### config.mk
export PLATFORM = sky130hd
export DESIGN_NAME = mstk_ctrl
export DESIGN_NICKNAME = d
export VERILOG_FILES = /design/src/rtl/mstk_pkg.sv /design/src/rtl/mstk_ctrl.sv
export SDC_FILE = /design/constraint.sdc
export NUM_CORES = 1
export LEC_CHECK = 0
export ABC_AREA = 1
export BUFFER_PORTS_ARGS = -buffer_cell sky130_fd_sc_hd__clkbuf_2
export CORE_AREA = 8 8 45 47
export DETAILED_ROUTE_END_ITERATION = 10
export DIE_AREA = 0 0 53 55
export PLACE_DENSITY = 0.73
export SLEW_MARGIN = 40
export SYNTH_ARGS = -nofsm -noshare
export SYNTH_HDL_FRONTEND = slang
export SYNTH_SLANG_ARGS = --single-unit
### constraint.sdc
create_clock -name clock -period 1.3 [get_ports clock]
set_clock_uncertainty 0.1 [all_clocks]
set_input_delay 0.065 -clock clock [delete_from_list [all_inputs] [get_ports clock]]
set_output_delay 0.065 -clock clock [all_outputs]
set_load 0.02 [all_outputs]
### src/rtl/mstk_pkg.sv
package mstk_pkg;

   localparam int VC_BITS          = 7;
   localparam int VERTEX_BITS      = 6;
   localparam int DEF_MAX_VERTICES = 64;
   localparam int DEF_MAX_EDGES    = 256;
   localparam int DEF_WEIGHT_BITS  = 16;
   localparam logic [VC_BITS-1:0] VC_RESET = 7'd64;

   typedef struct packed {
      logic load_take;
      logic pass_init;
      logic scan_init;
      logic scan_step;
      logic skip_best;
      logic find_src;
      logic find_dest;
      logic find_step;
      logic link;
      logic emit_init;
      logic emit_load;
      logic emit_next;
      logic graph_clear;
   } mstk_cmd_type;

   typedef struct packed {
      logic scan_done;
      logic best_found;
      logic best_in_range;
      logic at_root;
      logic tree_full;
      logic emit_last;
   } mstk_status_type;

endpackage

### src/rtl/mstk_ctrl.sv
module mstk_ctrl (
   input  logic                      clock,
   input  logic                      reset,
   input  logic                      req_valid,
   input  logic                      req_last_edge,
   output logic                      req_ready,
   input  logic                      rsp_ready,
   input  mstk_pkg::mstk_status_type status,
   output mstk_pkg::mstk_cmd_type    cmd
);

   localparam logic [3:0] ST_LOAD      = 4'd0;
   localparam logic [3:0] ST_SCAN_INIT = 4'd1;
   localparam logic [3:0] ST_SCAN      = 4'd2;
   localparam logic [3:0] ST_FS_RD     = 4'd3;
   localparam logic [3:0] ST_FS_CHK    = 4'd4;
   localparam logic [3:0] ST_FD_RD     = 4'd5;
   localparam logic [3:0] ST_FD_CHK    = 4'd6;
   localparam logic [3:0] ST_EMIT_RD   = 4'd7;
   localparam logic [3:0] ST_EMIT_LD   = 4'd8;
   localparam logic [3:0] ST_EMIT_WAIT = 4'd9;

   logic [3:0] state_ff, state_in;

   always_comb begin
      state_in = state_ff;
      cmd      = '0;
      unique case (state_ff)
         ST_LOAD: begin
            if (req_valid) begin
               cmd.load_take = 1'b1;
               if (req_last_edge) begin
                  cmd.pass_init = 1'b1;
                  state_in      = ST_SCAN_INIT;
               end
            end
         end
         ST_SCAN_INIT: begin
            if (status.tree_full) begin
               cmd.emit_init = 1'b1;
               state_in      = ST_EMIT_RD;
            end else begin
               cmd.scan_init = 1'b1;
               state_in      = ST_SCAN;
            end
         end
         ST_SCAN: begin
            if (!status.scan_done) begin
               cmd.scan_step = 1'b1;
            end else if (!status.best_found) begin
               cmd.emit_init = 1'b1;
               state_in      = ST_EMIT_RD;
            end else if (!status.best_in_range) begin
               cmd.skip_best = 1'b1;
               state_in      = ST_SCAN_INIT;
            end else begin
               cmd.find_src = 1'b1;
               state_in     = ST_FS_RD;
            end
         end
         ST_FS_RD: state_in = ST_FS_CHK;
         ST_FS_CHK: begin
            if (status.at_root) begin
               cmd.find_dest = 1'b1;
               state_in      = ST_FD_RD;
            end else begin
               cmd.find_step = 1'b1;
               state_in      = ST_FS_RD;
            end
         end
         ST_FD_RD: state_in = ST_FD_CHK;
         ST_FD_CHK: begin
            if (status.at_root) begin
               cmd.link = 1'b1;
               state_in = ST_SCAN_INIT;
            end else begin
               cmd.find_step = 1'b1;
               state_in      = ST_FD_RD;
            end
         end
         ST_EMIT_RD: state_in = ST_EMIT_LD;
         ST_EMIT_LD: begin
            cmd.emit_load = 1'b1;
            state_in      = ST_EMIT_WAIT;
         end
         ST_EMIT_WAIT: begin
            if (rsp_ready) begin
               cmd.emit_next = 1'b1;
               if (status.emit_last) begin
                  cmd.graph_clear = 1'b1;
                  state_in        = ST_LOAD;
               end else begin
                  state_in = ST_EMIT_RD;
               end
            end
         end
         default: state_in = ST_LOAD;
      endcase
   end

   always_ff @(posedge clock) begin
      if (reset) begin
         state_ff <= ST_LOAD;
      end else begin
         state_ff <= state_in;
      end
   end

   assign req_ready = (state_ff == ST_LOAD);

   assert property (@(posedge clock) disable iff (reset)
      cmd.link |-> $past(state_ff) == ST_FD_RD)
      else $error("link without a fresh parent read");

   assert property (@(posedge clock) disable iff (reset)
      (state_ff == ST_EMIT_WAIT) |-> $past(state_ff) == ST_EMIT_LD ||
                                     $past(state_ff) == ST_EMIT_WAIT)
      else $error("result wait without a loaded word");

   assert property (@(posedge clock) disable iff (reset)
      cmd.graph_clear |=> req_ready)
      else $error("not back to loading after the run");

endmodule

# ---- Word-level counts from Yosys, hierarchy flattened
# Cells that the tools add are included.
dict set report op_classes {
  mux 35
  reduce_logical 3
  eq_ne 13
}
# op n
set ops {}
lappend ops {{one-hot mux 4 bit (10 select lines)} 1}
lappend ops {{2-to-1 mux 4 bit} 5}
lappend ops {{equality test 4 x 3 -> 1 bit (second input constant)} 4}
lappend ops {{2-to-1 mux 1 bit} 16}
lappend ops {{2-to-1 mux 3 bit} 5}
lappend ops {{2-to-1 mux 2 bit} 7}
lappend ops {{equality test 4 x 2 -> 1 bit (second input constant)} 2}
lappend ops {{equality test 4 bit (second input constant)} 2}
lappend ops {{inequality test 2 bit (second input constant)} 4}
lappend ops {{equality test 4 x 1 -> 1 bit (second input constant)} 1}
lappend ops {{logical NOT 4 bit} 1}
lappend ops {{AND reduction 4 bit} 1}
lappend ops {{one-hot mux 1 bit (2 select lines)} 1}
lappend ops {{OR reduction 2 bit} 1}
dict set report totals {
  register_bits 4
  elab_cells 52
  in_bits 11
  output_inout_bits 14
}

# ---- Longest topological paths before layout
dict set report depth {
  word_depth 4
  depth_mapped 8
  ltp_nobuf 8
}

# ---- Worst setup path before layout
# OpenSTA, ideal clock, no wires.
dict set report synth_path {
  path_type {register -> output}
  start {register state_ff[1]}
  end {output port cmd[7] (netlist name)}
  path_slack_ps -191
  path_stages_with_launch 5
  arrival_time_ps 1326
  cell_sequence {dfxtp_1 > inv_2 > nor2_4 > nand2_1 > nor4_1}
}
# element line_no
set synth_rtl {}
lappend synth_rtl {{from (decl)} mstk_ctrl.sv:23} ;# logic [3:0] state_ff, state_in;
lappend synth_rtl {{from (signal assigned)} mstk_ctrl.sv:105} ;# state_ff <= state_in;
lappend synth_rtl {{to (decl)} mstk_ctrl.sv:9} ;# output mstk_pkg::mstk_cmd_type cmd

==> flow_metrics.env <==
export IMPL_grt_pass1_wl_um=2460
export IMPL_netlist_instances=73
export IMPL_gp_congestion=0.852
export IMPL_cap_viol_max_count=0
export IMPL_gr_total_overflow=0
export IMPL_synth_nets=84
export IMPL_ff_latch_area_um2=95.1
export IMPL_route_met3_wl_um=97
export IMPL_n_antenna_cell=0
export IMPL_drt_total_wl_um=1470
export IMPL_die_area_um2=2920
export IMPL_status="complete, but fails checks"
export IMPL_core_area_um2=1380
export IMPL_clock_power_share_pct=23.8
export IMPL_met1_length_um=652
export IMPL_worstPathCellList="nor2_4, buf_4, nand3_2, inv_2, clkbuf_8"
export IMPL_syn_area_per_cell_um2=5.88
export IMPL_routed_top_layer="met4"
export IMPL_path_class="flip-flop to output port"
export IMPL_yosys_warnings=0
export IMPL_yosysUniqueCellTypes=19
export IMPL_max_slew_margin_rel_pct=84.2
export IMPL_die_x_um=53
export IMPL_p_per_area_nw_per_um2=821
export IMPL_num_rows=14
export IMPL_placed_area_um2=608
export IMPL_via_count=601
export IMPL_drtIter0Drc=10
export IMPL_violations="setup timing"
export IMPL_comb_power_share_pct=51.0
export IMPL_initial_core_util_pct=31.0
export IMPL_regMostFlops="state_ff"
export IMPL_io_buffers=24
export IMPL_cts_buffers=3
export IMPL_finalSetupViolCount=14
export IMPL_areaGrowthSynthToFinish_pct=77.8
export IMPL_dr_wl_met2_um=709
export IMPL_final_area_um2=763
export IMPL_detail_route_vias_per_cell=4.77
export IMPL_grt_pass1_vias=605
export IMPL_syn_area_um2=429
export IMPL_final_nets=123
export IMPL_worstMarginPinSlew_ns=0.236
export IMPL_final_cell_mix="clkbuf_2, buf_4, nand2_1"
export IMPL_critPathLaunchType="flip-flop"
export IMPL_crit_fanout=6
export IMPL_dpl_hpwl_um=1140
export IMPL_final_min_clock_period_ns=1.41
export IMPL_reg_top3="state_ff x4"
export IMPL_critPathSlowestCell="dfxtp_4"
export IMPL_end_kind="output port"
export IMPL_largest_reg_flops=4
export IMPL_nFillCells=138
export IMPL_critPathTopFamily="buffers and inverters"
export IMPL_postRouteAntennaNets=0
export IMPL_multi_input_area_um2=338
export IMPL_timing_final_crit_share_pct=109
export IMPL_yosysSeqAreaShare_pct=18.7
export IMPL_ir_drop_mv=0.506
export IMPL_antenna_found_initial=0
export IMPL_finalSetupTns_ns=-0.898
export IMPL_root_buffer="clkbuf_4"
export IMPL_clk_pin_slew_worst_paths_ns=0.04
export IMPL_ys_ff_latch=4
export IMPL_rsz0062_at_grt="true"
export IMPL_post_drt_wl_per_cell_um=11.7
export IMPL_power_switching_uw=258
export IMPL_drc_errors=0
export IMPL_slowest_delay_ns=0.36
export IMPL_swShare_pct=41.2
export IMPL_arrival_ns=1.25
export IMPL_pin_count=25
export IMPL_clk_path_buf_depth=2
export IMPL_critical_path_required_ns=1.13
export IMPL_track_usage_pct=11.0
export IMPL_drive_gt1_share_pct=57.3
export IMPL_clkSinkCount=4
export IMPL_hp_class="input pin to flip-flop"
export IMPL_hold_violations=0
export IMPL_slew_violations=0
export IMPL_intPower_uw=369
export IMPL_dr_pass1_iters=2
export IMPL_sequentialPowerShare_pct=25.2
export IMPL_cts_max_level=1
export IMPL_worstSkewPairLatency_ns=0.23
export IMPL_tritoncts="done"
export IMPL_path_buf_inv=3
export IMPL_worst_slack_ns=-0.112
export IMPL_grt_max_degree=7
export IMPL_max_freq_mhz=708
export IMPL_die_y_um=55
export IMPL_cellLeakagePower_nw=0.385
through the flow:
step	std cells	util (%)	worst slack (ns)	total power, mW	hold WS [ns]
detailed placement	116	43.9	-0.0455	0.423	0.184
floorplan	73	-	-0.0502	0.329	0.0341
finish	126	55.2	-0.112	0.627	0.139
global placement	116	43.9	-0.0446	0.415	0.181
CTS	125	54.3	-0.133	0.626	0.123
global route	126	55.2	-0.206	0.682	0.157
worst paths after layout:
| kind | depth (start not counted) | endpoint | from | slack, ns |
|---|---|---|---|---|
| worst max-delay path | 5 | cmd[9] | state_ff[2] | -0.11 |
| worst min-delay path | 4 | state_ff[0] | rsp_ready | 0.14 |
| worst max register to register | 9 | state_ff[2] | state_ff[1] | -0.02 |
| worst min register to register | 2 | state_ff[3] | state_ff[0] | 0.49 |
worst reg2reg max path, cell delays in order (launching register included):
cell and delay (ns):
dfxtp_4 0.39, inv_4 0.05, nor2_4 0.16, nand2_2 0.09, buf_4 0.14, o21ai_2 0.09
nor2_1 0.05, nand2_1 0.06, nand2_1 0.05, nor2_1 0.07
routing by layer:
| layer | GRT usage, % | vias to the layer above |
|---|---|---|
| met2 | 19.9 | 22 |
| li1 | - | 315 |
| met5 | 0 | - |
| met3 | 3.74 | 2 |
| met4 | 3.88 | 0 |
| met1 | 11.6 | 262 |
Yosys cell counts (all sizes together):
library cell / instances / share of area (%)
a21oi: 3 / 3.5
a31oi: 1 / 1.5
and3: 1 / 1.5
dfxtp: 4 / 19
inv: 13 / 11
nand2: 15 / 14
nand3: 10 / 14
nand4: 1 / 1.5
nor2: 15 / 21
nor3: 3 / 3.5
nor4: 2 / 2.9
o21ai: 5 / 6.7
what timing repair did:
action,CTS,global route
hold buffers,1,0
pin swaps,4,1
endpoints found under the hold margin,4,0
resized for setup,28,8
setup endpoints to repair,17,17
setup buffers,5,1
power groups by stage:
stage               clock network (mW)  logic [mW]  registers [mW]
global placement                     0       0.261           0.154
floorplan                            0       0.175           0.154
global route                     0.172       0.350           0.160
finish                           0.149       0.320           0.158
detailed placement                   0       0.269           0.154
CTS                              0.154       0.315           0.157
cell type report:
cell class | count | share of cell area (%)
inverter | 13 | 6.72
clock buffer | 3 | 2.95
multi-input combinational | 56 | 44.3
sequential | 4 | 12.5
tap | 16 | 2.62
timing repair buffer | 34 | 31.0
cells by family after synthesis:
group | share of synthesized area [%]
buffers and inverters | 11.4
AND/OR/NAND/NOR | 58.3
flip-flops | 18.7
AO/OA/AOI/OAI | 11.7
Power figures use the tool's default switching activity.
